## config.mk

```make
export PLATFORM = sky130hd
export DESIGN_NAME = htkd_ctrl
export DESIGN_NICKNAME = d
export VERILOG_FILES = /design/src/rtl/hashed_trie_key_dictionary_macros.svh /design/src/rtl/htkd_pkg.sv /design/src/rtl/htkd_ctrl.sv
export SDC_FILE = /design/constraint.sdc
export NUM_CORES = 1
export LEC_CHECK = 0
export ABC_AREA = 1
export BUFFER_PORTS_ARGS = -buffer_cell sky130_fd_sc_hd__clkbuf_2
export CAP_MARGIN = 20
export CORE_AREA = 2 2 39 41
export DETAILED_ROUTE_END_ITERATION = 12
export DIE_AREA = 0 0 41 43
export PLACE_DENSITY = 0.63
export SLEW_MARGIN = 20
export SYNTH_ARGS = -nofsm -noshare
export SYNTH_HDL_FRONTEND = slang
export SYNTH_SLANG_ARGS = --single-unit
```

## constraint.sdc

```tcl
create_clock -name clk -period 1.4 [get_ports clk]
set_input_delay 0.28 -clock clk [delete_from_list [all_inputs] [get_ports clk]]
set_output_delay 0.28 -clock clk [all_outputs]
set_load 0.03 [all_outputs]
```

## src/rtl/hashed_trie_key_dictionary_macros.svh

```systemverilog
// assertion macros for the hashed trie key dictionary
// uses the clk and rst_n names of the including module
`ifndef HASHED_TRIE_KEY_DICTIONARY_MACROS_SVH
`define HASHED_TRIE_KEY_DICTIONARY_MACROS_SVH

// consequent holds in the same cycle as the antecedent
`define HTKD_ASSERT_SAME(label, ante, cons, msg) \
    label: assert property (@(posedge clk) disable iff (!rst_n) (ante) |-> (cons)) \
        else $error(msg);

// consequent holds in the cycle after the antecedent
`define HTKD_ASSERT_NEXT(label, ante, cons, msg) \
    label: assert property (@(posedge clk) disable iff (!rst_n) (ante) |=> (cons)) \
        else $error(msg);

`endif

```

## src/rtl/htkd_pkg.sv

```systemverilog
// shared constants, codes and controller/datapath types for the trie dictionary
// no dependencies
package htkd_pkg;

    localparam int TABLE_SLOTS = 1024;
    localparam int MAX_NODES   = 256;
    localparam int SLOT_W      = $clog2(TABLE_SLOTS);
    localparam int POS_W       = $clog2(TABLE_SLOTS + 32);
    localparam int NODE_W      = $clog2(MAX_NODES);
    localparam int LETTER_W    = 5;
    localparam int VALUE_W     = 32;

    localparam logic [7:0] CHAR_A      = 8'h41;
    localparam logic [7:0] CHAR_Z      = 8'h5A;
    localparam logic [7:0] LETTER_BASE = 8'd64;

    localparam logic OP_INSERT = 1'b0;
    localparam logic OP_FIND   = 1'b1;

    localparam logic [1:0] STATUS_OK       = 2'd0;
    localparam logic [1:0] STATUS_BROKEN   = 2'd1;
    localparam logic [1:0] STATUS_OVERFLOW = 2'd2;

    typedef enum logic [2:0] {
        CS_CLEAR,
        CS_IDLE,
        CS_SLOT_RD,
        CS_SLOT_CHK,
        CS_LINK_CHK,
        CS_FINISH,
        CS_FIND_OUT
    } ctl_state_t;

    typedef struct packed {
        logic load;
        logic clr_wr;
        logic slot_rd;
        logic create;
        logic link_rd;
        logic move;
        logic step;
        logic abort;
        logic fin_insert;
        logic fin_find;
        logic val_out;
        logic err_out;
    } htkd_cmd_t;

    typedef struct packed {
        logic clr_last;
        logic walk_ok;
        logic pos_oob;
        logic owner_zero;
        logic full;
        logic link_match;
        logic is_find;
        logic last;
        logic aborted;
    } htkd_stat_t;

endpackage

```

## src/rtl/htkd_ctrl.sv

```systemverilog
// controller state machine for the trie dictionary
// depends on htkd_pkg for the state enum and the command/status structs
module htkd_ctrl (
    input  logic               clk,
    input  logic               rst_n,
    input  logic               start,
    input  htkd_pkg::htkd_stat_t stat,
    output htkd_pkg::htkd_cmd_t  cmd,
    output logic               busy
);
    import htkd_pkg::*;

    ctl_state_t state_reg;
    ctl_state_t state_next;

    always_ff @(posedge clk or negedge rst_n)
    begin
        if (!rst_n)
        begin
            state_reg <= CS_CLEAR;
        end
        else
        begin
            state_reg <= state_next;
        end
    end

    always_comb
    begin
        state_next = state_reg;
        case (state_reg)
            CS_CLEAR:
            begin
                if (stat.clr_last)
                    state_next = CS_IDLE;
            end
            CS_IDLE:
            begin
                if (start)
                    state_next = CS_SLOT_RD;
            end
            CS_SLOT_RD:
            begin
                if (stat.walk_ok && !stat.pos_oob)
                    state_next = CS_SLOT_CHK;
                else
                    state_next = CS_FINISH;
            end
            CS_SLOT_CHK:
            begin
                if (stat.owner_zero)
                    state_next = CS_FINISH;
                else
                    state_next = CS_LINK_CHK;
            end
            CS_LINK_CHK:
            begin
                if (stat.link_match)
                    state_next = CS_FINISH;
                else
                    state_next = CS_SLOT_RD;
            end
            CS_FINISH:
            begin
                if (stat.last && !stat.aborted && stat.is_find)
                    state_next = CS_FIND_OUT;
                else
                    state_next = CS_IDLE;
            end
            CS_FIND_OUT:
            begin
                state_next = CS_IDLE;
            end
            default:
            begin
                state_next = CS_IDLE;
            end
        endcase
    end

    always_comb
    begin
        cmd  = '0;
        busy = 1'b1;
        case (state_reg)
            CS_CLEAR:
            begin
                cmd.clr_wr = 1'b1;
            end
            CS_IDLE:
            begin
                busy     = 1'b0;
                cmd.load = start;
            end
            CS_SLOT_RD:
            begin
                if (stat.walk_ok)
                begin
                    // probe ran off the table end
                    if (stat.pos_oob)
                        cmd.abort = 1'b1;
                    else
                        cmd.slot_rd = 1'b1;
                end
            end
            CS_SLOT_CHK:
            begin
                if (stat.owner_zero)
                begin
                    if (stat.is_find || stat.full)
                        cmd.abort = 1'b1;
                    else
                        cmd.create = 1'b1;
                end
                else
                begin
                    cmd.link_rd = 1'b1;
                end
            end
            CS_LINK_CHK:
            begin
                if (stat.link_match)
                    cmd.move = 1'b1;
                else
                    cmd.step = 1'b1;
            end
            CS_FINISH:
            begin
                if (stat.last)
                begin
                    if (stat.aborted)
                        cmd.err_out = 1'b1;
                    else if (stat.is_find)
                        cmd.fin_find = 1'b1;
                    else
                        cmd.fin_insert = 1'b1;
                end
            end
            CS_FIND_OUT:
            begin
                cmd.val_out = 1'b1;
            end
            default:
            begin
                cmd = '0;
            end
        endcase
    end

endmodule

```

Yosys cells after proc, flatten, opt, wreduce, memory -nomap -nowiden
Cells that the tools add are included.
{"block": "classes", "mul": 0, "n_reduce_logical": 8, "n_eq_ne": 8, "shifts": 0, "div_mod_pow": 0, "mux": 34, "order_cmp": 0, "bitwise_logic": 0, "add_sub_neg": 0}
{"operator": "$mux 1", "count": 22}
{"operator": "$pmux 3 s6", "count": 1}
{"operator": "$mux 3", "count": 5}
{"operator": "$mux 2", "count": 5}
{"operator": "$eq 3x3->1 const B", "count": 3}
{"operator": "$eq 3x2->1 const B", "count": 2}
{"operator": "$ne 2x2->1 const B", "count": 2}
{"operator": "$eq 3x1->1 const B", "count": 1}
{"operator": "$logic_and 1x1->1", "count": 3}
{"operator": "$logic_not 3->1", "count": 1}
{"operator": "$logic_not 1->1", "count": 2}
{"operator": "$pmux 1 s2", "count": 1}
{"operator": "$reduce_and 2->1", "count": 1}
{"operator": "$logic_or 1x1->1", "count": 1}
{"block": "word_totals", "latchBits": 0, "n_memories": 0, "ram_bits": 0, "output_inout_bits": 13, "ff_bits": 3, "mem_bits_ro": 0, "word_cells": 51}

Longest topological paths before layout
Gate-level depths: netlist (run 1).
{"block": "logic_depth", "ltp_word": 5, "ltp_mapped": 7, "ltp_nobuf": 7}

Worst setup path after synthesis (run 1)
Ideal clock, no wire load.
{"block": "synth_timing", "kind": "reg-to-output", "from": "reg state_reg[1]", "to": "out cmd[3] in the netlist's numbering", "t_arrival_ps": 1508, "t_required_ps": 1120, "path_slack_ps": -388, "path_stages_with_launch": 4, "path_buffers": 0, "path_cell_list": "dfrtp_1 > inv_2 > nand3_2 > nor4_1"}
{"element": "from (decl)", "line": "htkd_ctrl.sv:13", "rtl": "ctl_state_t state_reg;"}
{"element": "from (signal assigned)", "line": "htkd_ctrl.sv:24", "rtl": "state_reg <= state_next;"}
{"element": "to (decl)", "line": "htkd_ctrl.sv:8", "rtl": "output htkd_pkg::htkd_cmd_t cmd,"}

==> results.ini, run 1 <==
[timing]
rsz0062_at_grt=true
clock_skew_ns=0.000239
slew_headroom_pct=86.3
tns_ns=-1.11
fin_crit_sh_pct=110
finalWorstSetupSlack_ns=-0.135
max_freq_ghz=0.651
worst_pin_slew_ns=0.204
hold_viol=0
slew_viol_final=0
setup_viol=13
min_period_ns=1.54

[critical_path]
r2r_setup_slack_ns=0.21
path_class=reg2out
cp_common_cell=nand2_4
crit_slowest_cell=dfrtp_1
endpoint_kind=primary output
crit_chain=inv_2 -> nand2_4 -> nor2_4 -> nand2_4 -> nor3_4 -> clkbuf_8
cp_max_fo=2
worstPathArrival_ns=1.26
crit_path_start_kind=flop
cp_slowest_stage_delay_ns=0.39
r2r-end=state_reg[1]
critPathRequiredTime_ns=1.12
r2r-start=state_reg[2]
r2r_cells=8

[clock_network]
clkLatencyLatePin_ns=0.24
cts_num_sinks=3
clockBufferDepth=2
cts_tree=done
cts_made_buffers=3
h-tree-depth=1
clk_pin_slew_worst_paths_ns=0.04
root_buffer=clkbuf_4

[die]
coreArea_mm2=0.00138
die_w_um=41
io_pins=25
start_util_pct=25.6
die_area_mm2=0.00176
fp.dieH_um=43
rows=14

[yosys]
ys_top_cells_by_count=inv_1, nor2_1, nand2_1
synth_edf_count=0
synthCells=61
synth_area_leaders=dfrtp_1, inv_1, nor2_1, nand3_1, nand2_1
yosysTopAreaCellShare_pct=21.2
ys_ff_latch=3
syn_area_um2=354
synth_nets=73
dominantRegCellSynth=dfrtp_1
yosysTopAreaCell=dfrtp_1
ys_async_sr_fraction_pct=100
yosysWarnings=0
synth.yosys.seq_area_share_pct=21.2
avgSynthCellArea_um2=5.80
yosysUniqueCellTypes=17

[finish]
drive_gt1_share_pct=62.6
diodes=0
fill_cells=120
syn_to_final_growth_pct=132
fin_nets=112
largest_reg_flops=3
fin_cells=115

[power_and_ir_drop]
max-vdd-ir-drop_mv=0.809
pwr-share-comb_pct=75.2
powerDensity_mw_per_mm2=1740
switchingPower_mw=0.726
p_seq_share_pct=13.8
power.total_mw=1.43
p_int_mw=0.705
clkPwrFrac_pct=11.0
swShare_pct=50.8
p_leak_nw=0.438

[hold_path]
hold_depth=3
worstHoldPathType=in2reg
holdPathEnd=state_reg[2]
hp-start=stat[6]

[global_routing]
grt_pass1_wl_um=1950
grt_pass1_vias=454
grt.total_usage_pct=16.3
grt_max_degree=7
antenna_found_initial=0
grt_overflow=0

[outcome]
status=finished, violations left
violations=negative setup slack

[placement]
gp_congestion=0.737
dp_hpwl_um=849
io_buffers=24
dp.cells=107

[routing]
first_pass_iters=4
postRouteAntennaNets=0
wl_um=1160
initialDrtViolationCount=7
avgRoutedWirePerCell_um=10.1
drc=0
vias=510
viasPerCell=4.43

[job]
drv_cap=0

repair_timing:
action,4_1_cts,5_1_grt
buffers inserted,3,0
pin swaps,4,0
hold buffers,1,0
endpoints found under the hold margin,3,0
resized for setup,37,11
setup endpoints to repair,13,13
power by group through the flow:
stage | sequential (mW) | clock [mW] | combinational (mW)
finish | 0.197 | 0.157 | 1.08
global route | 0.202 | 0.175 | 1.16
CTS | 0.188 | 0.164 | 1.02
detailed placement | 0.172 | 0 | 0.755
global placement | 0.170 | 0 | 0.751
floorplan | 0.186 | 0 | 0.505
cells by family after synthesis:
| family | count (synthesis) | share of synthesized area [%] |
|---|---|---|
| AO/OA/AOI/OAI | 4 | 5.65 |
| buffers and inverters | 15 | 15.9 |
| flip-flops | 3 | 21.2 |
| AND/OR/NAND/NOR | 39 | 57.2 |
layout by cell type, fill, tap and decap left out, types with 4 or more instances in the layout:
master	n
inv_2	5
inv_1	10
nand2_1	6
nor2_4	4
nand3_1	6
buf_8	5
clkbuf_2	11
nor2_1	7
buf_4	7
clkbuf_4	7
worst max path at each step:
stage | from | end | slack, ns | cells after the start
6_report | state_reg[2] | cmd[8] | -0.14 | 6
5_1_grt | state_reg[0] | cmd[6] | -0.21 | 4
4_1_cts | state_reg[2] | cmd[4] | -0.13 | 6
3_5_place_dp | state_reg[2] | cmd[4] | -0.01 | 6
3_3_place_gp | state_reg[2] | cmd[4] | -0.004 | 6
2_1_floorplan | state_reg[1] | cmd[3] | -0.06 | 3
layer usage:
layer | global-route usage [%] | part of all wire [%] | vias to the layer above
li1 | - | - | 270
met5 | 0 | 0 | -
met3 | 3.66 | 3.6 | 3
met4 | 8.00 | 1.6 | 0
met1 | 22.4 | 40 | 226
met2 | 23.1 | 55 | 11
stage by stage:
step	utilization, %	instance area (um2)	worst slack (ns)	hold slack [ns]
detailed placement	42.5	588	-0.0111	0.0806
global route	59.3	821	-0.209	0.315
finish	59.3	821	-0.135	0.315
CTS	57.1	791	-0.133	0.308
floorplan	-	403	-0.0601	-0.0156
global placement	42.5	588	-0.00424	0.0805
final cells by class:
cell class | count | area, um2 | share of cell area, %
Multi-Input combinational cell | 43 | 343 | 41.8
Clock buffer | 4 | 26.3 | 3.20
Inverter | 15 | 56.3 | 6.86
Tap cell | 16 | 20.0 | 2.44
Sequential cell | 3 | 77.6 | 9.45
Timing Repair Buffer | 34 | 298 | 36.3
critical path: cells and delay by family (launching register included):
| family | cells | cell delay, ns |
|---|---|---|
| AND/OR/NAND/NOR | 4 | 0.37 |
| flip-flops | 1 | 0.39 |
| buffers and inverters | 2 | 0.25 |
Note: power is estimated with default switching activity, not from simulation.
==> run 2, diff against run 1 <==
PLACE_DENSITY = not set   (was 0.63)
PLACE_DENSITY_LB_ADDON = 0.3   (was not set)
==> run 2 against run 1 <==
The flow still finishes with violations (negative setup slack); sequential share of layout area decreased by 0.11 points; register-to-register slack got worse by 0.02 ns; sequential power barely moved; final area is 1.2% higher; combinational power rose by 5%; clock-buffer cell count stayed put; critical path depth shrank 1; clock power fell by 5%; clock skew is 0.0011 ns higher; setup slack better by 0.0066 ns; wire length up 9.7%.
==> results.ini, run 2 (synthesis gave the netlist of run 1 again) <==
[clock_network]
clockBufferDepth=2
cts_tree=done
cts_made_buffers=3
clk_pin_slew_worst_paths_ns=0.04
clkLatencyLatePin_ns=0.23
cts_num_sinks=3
h-tree-depth=1
root_buffer=clkbuf_4

[routing]
drc=0
initialDrtViolationCount=2
wl_um=1280
postRouteAntennaNets=0
avgRoutedWirePerCell_um=10.8
first_pass_iters=2
vias=531
viasPerCell=4.50

[finish]
syn_to_final_growth_pct=135
postLayoutCellArea_um2=831
fill_cells=129
largest_reg_flops=3
seq_area_um2=77.6
mostFrequentLayoutCells=inv_1, clkbuf_2, buf_4
multi_input_area_um2=330
fin_cells=118
fin_nets=115
drive_gt1_share_pct=62.7
diodes=0

[die]
start_util_pct=25.6
io_pins=25
coreArea_mm2=0.00138
fp.dieH_um=43
die_area_mm2=0.00176
die_w_um=41
rows=14

[critical_path]
critPathRequiredTime_ns=1.12
path_class=reg2out
endpoint_kind=primary output
crit_path_start_kind=flop
cp_max_fo=4
worstPathArrival_ns=1.25

[power_and_ir_drop]
p_leak_nw=0.443
max-vdd-ir-drop_mv=0.837
powerDensity_mw_per_mm2=1780

[placement]
pre_cts_ws_ns=-0.0218
dp_hpwl_um=892
io_buffers=24
dp.cells=108
gp_congestion=0.745
placed_cell_area_um2=596

[timing]
hold_viol=0
clock_skew_ns=0.00130
rsz0062_at_grt=true
finalWorstSetupSlack_ns=-0.129
worst_pin_slew_ns=0.223
max_freq_ghz=0.654
slew_headroom_pct=85.0
slew_viol_final=0
min_period_ns=1.53
tns_ns=-1.03
setup_viol=13
fin_crit_sh_pct=109

[outcome]
status=finished, violations left
violations=negative setup slack

[global_routing]
grt.total_usage_pct=17.5
grt_pass1_vias=521
grt_max_degree=7
grt_pass1_wl_um=2060
antenna_found_initial=0
grt_overflow=0

[hold_path]
worstHoldPathType=in2reg

[job]
drv_cap=0

## run 2: changes by cell type in the layout (fill, tap and decap cells not counted), moves of 2 or more
cell / previous run / this run
buf_4: 7 / 10
buf_8: 5 / 3
clkbuf_8: 3 / 5
inv_2: 5 / 3
nor3_2: 0 / 2
nor3_4: 3 / 1
## run 2: worst max-delay path, cell delays in order (launching register included)
cell and delay (ns):
dfrtp_2 0.43, inv_4 0.07, nor2_4 0.13, nand2_4 0.08
nor3_4 0.13, clkbuf_8 0.19
## run 2: layer usage
| layer | routed length [um] | global-route usage, % | up-vias |
|---|---|---|---|
| met5 | 0 | 0 | - |
| met3 | 23 | 1.57 | 2 |
| met2 | 690 | 26.6 | 8 |
| li1 | - | - | 277 |
| met1 | 534 | 22.7 | 244 |
| met4 | 27 | 10.7 | 0 |
## run 2: power by group
part           internal, mW  leakage [nW]  switching [mW]
clock network         0.107        0.0150          0.0421
registers             0.133        0.0348          0.0676
logic                 0.512         0.394           0.614
## run 2: path summary, 6_finish.rpt
check,start,endpoint,slack (ns),depth (start not counted)
setup / recovery,state_reg[0],cmd[8],-0.13,5
hold / removal,stat[6],state_reg[2],0.32,3
setup reg to reg,state_reg[0],state_reg[0],0.19,7
hold reg to reg,state_reg[0],state_reg[2],0.72,3
max in group asynchronous,rst_n,state_reg[0],0.90,2
min in group asynchronous,rst_n,state_reg[2],0.38,2
## run 2: stage by stage
stage | power, mW | util, % | hold slack, ns
5_1_grt | 1.60 | 60.0 | 0.368
3_5_place_dp | 0.963 | 43.0 | 0.0822
4_1_cts | 1.39 | 57.2 | 0.317
2_1_floorplan | 0.691 | - | -0.0156
6_report | 1.48 | 60.0 | 0.321
3_3_place_gp | 0.954 | 43.0 | 0.0794
## run 2: what timing repair did
action                                  CTS  global route
gates resized for setup                  35             9
endpoints found under the hold margin     3             0
setup buffers                             4             1
hold buffers                              1             0
endpoints found under the setup margin   13            13
pin swaps                                 4             1
## run 2: final cells by class
class                      count  area share (%)
clock buffer                   4            3.16
inverter                      15            7.08
multi-input combinational     43            39.8
sequential                     3            9.34
tap                           16            2.41
timing repair buffer          37            38.3
==> run 3, diff against run 2 <==
TNS_END_PERCENT = 5   (was not set)
clock period = 1.9 ns   (was 1.4 ns; I/O delays follow)
==> run 3 against run 2 <==
The run now ends clean; non-clock buffer count shrank 12; highest routed layer is now met3; total power shrank 52%; register-to-register slack improved by 0.52 ns; sequential power shrank 25%; clock-buffer cell count did not move; combinational power decreased by 60%; utilization fell by 21 points; global-route usage down 6.0 points; cell count is 10% lower; critical endpoint is now cmd[4]; clock skew rose by 0.0041 ns; critical path type unchanged; largest power group unchanged.
==> results.ini, run 3 (synthesis gave the netlist of run 1 again) <==
[critical_path]
worstPathArrival_ns=1.40
cp_common_cell=nand2_1
crit_chain=inv_4 -> nand2_1 -> nor2_1 -> nand2_1 -> o21ai_1 -> buf_4
path_class=reg2out
r2r_setup_slack_ns=0.71
critPathRequiredTime_ns=1.52
cp_slowest_stage_delay_ns=0.45
critPathTopFamily=flip-flops
r2r_cells=5
critPathBufInv=2
endpoint_kind=primary output
cp_max_fo=7
crit_path_start_kind=flop
r2r-start=state_reg[0]
r2r-end=state_reg[0]
crit_slowest_cell=dfrtp_2

[finish]
fin_cells=106
syn_to_final_growth_pct=53.7
mostFrequentLayoutCells=clkbuf_2, nor2_1, inv_1
fill_cells=157
drive_gt1_share_pct=43.3
layout_commonest_cell=clkbuf_2
largest_reg_flops=3
fin_util_pct=39.3
fin_nets=103
diodes=0
postLayoutCellArea_um2=544

[global_routing]
antenna_found_initial=0
grt_max_degree=8
grt_overflow=0
grt_pass1_vias=403
grt.total_usage_pct=11.5
grt_pass1_wl_um=1410

[die]
fp.dieH_um=43
rows=14
start_util_pct=25.6
die_area_mm2=0.00176
io_pins=25
coreArea_mm2=0.00138
die_w_um=41

[power_and_ir_drop]
clkPwrFrac_pct=15.5
switchingPower_mw=0.396
p_seq_share_pct=21.0
max-vdd-ir-drop_mv=0.774
pwr-share-comb_pct=63.5
p_int_mw=0.319
p_leak_nw=0.338
power.total_mw=0.714
powerDensity_mw_per_mm2=1310
swShare_pct=55.4

[timing]
setup_viol=0
hold_viol=0
fin_crit_sh_pct=93.6
slew_viol_final=0
tns_ns=0
clock_skew_ns=0.00540
min_period_ns=1.78
max_freq_ghz=0.562
rsz0062_at_grt=false
worst_pin_slew_ns=0.238
slew_headroom_pct=84.1

[hold_path]
worstHoldPathType=in2reg
holdPathEnd=state_reg[2]
hp-start=stat[6]
hold_depth=3

[clock_network]
cts_made_buffers=3
clkLatencyLatePin_ns=0.23
cts_tree=done
clockBufferDepth=2
clk_pin_slew_worst_paths_ns=0.04
root_buffer=clkbuf_4
cts_num_sinks=3
h-tree-depth=1
cts_setup_buffers=0

[routing]
postRouteAntennaNets=0
wl_um=902
viasPerCell=4.48
initialDrtViolationCount=9
avgRoutedWirePerCell_um=8.51
vias=475
drc=0
first_pass_iters=4

[placement]
io_buffers=24
dp_hpwl_um=781
gp_congestion=0.762
placed_cell_area_um2=494
dp.cells=101

[job]
drv_cap=0

[outcome]
status=completed

==> run 3: cell types whose count changed in the layout (fill, tap and decap cells not counted), sizes merged <==
cell    change
buf        -14
clkbuf      +2
==> run 3: tightest hold or removal path, delay by kind of cell <==
family / cells / cell delay [ns]
buffers and inverters: 1 / 0.10
and+or+nand+nor: 1 / 0.06
AOI/OAI and AO/OA: 1 / 0.05
==> run 3: what timing repair did <==
| action | in CTS | in global routing |
|---|---|---|
| gates resized for setup | 0 | 8 |
| hold endpoints to repair | 3 | 0 |
| hold buffers | 1 | 0 |
| endpoints found under the setup margin | 0 | 2 |
==> run 3: routing by layer <==
layer | up-vias | GRT usage (%) | share of wire, %
met4 | 0 | 0 | 0
met2 | 16 | 19.1 | 50
met5 | - | 0 | 0
li1 | 252 | - | -
met1 | 207 | 13.0 | 42
met3 | 0 | 6.81 | 7.9
==> run 3: cell type report <==
type	count	area (um2)	share of cell area (%)
tap	16	20.0	3.68
timing repair buffer	25	135	24.8
inverter	15	58.8	10.8
multi-input combinational	43	228	41.8
clock buffer	4	26.3	4.83
sequential	3	76.3	14.0
==> run 3: worst max-delay path by stage <==
stage / startpoint / end / slack (ns) / cells past startpoint
floorplan: state_reg[1] / cmd[3] / 0.01 / 3
global route: state_reg[2] / cmd[4] / 0.01 / 6
detailed placement: state_reg[2] / cmd[8] / 0.27 / 6
global placement: state_reg[2] / cmd[8] / 0.31 / 6
CTS: state_reg[2] / cmd[8] / 0.02 / 6
finish: state_reg[2] / cmd[4] / 0.12 / 6
==> run 3: through the flow <==
stage          hold slack, ns  setup WS [ns]
5_1_grt                 0.422         0.0125
3_3_place_gp            0.179          0.312
3_5_place_dp            0.180          0.272
2_1_floorplan          0.0844         0.0120
4_1_cts                 0.404         0.0201
6_report                0.397          0.121
==> run 3: power by group through the flow <==
stage	logic (mW)	registers [mW]	clock network, mW
final	0.454	0.150	0.111
after global routing	0.506	0.154	0.123
after CTS	0.453	0.144	0.114
after detailed placement	0.450	0.145	0
after global placement	0.449	0.145	0
after floorplan	0.344	0.136	0
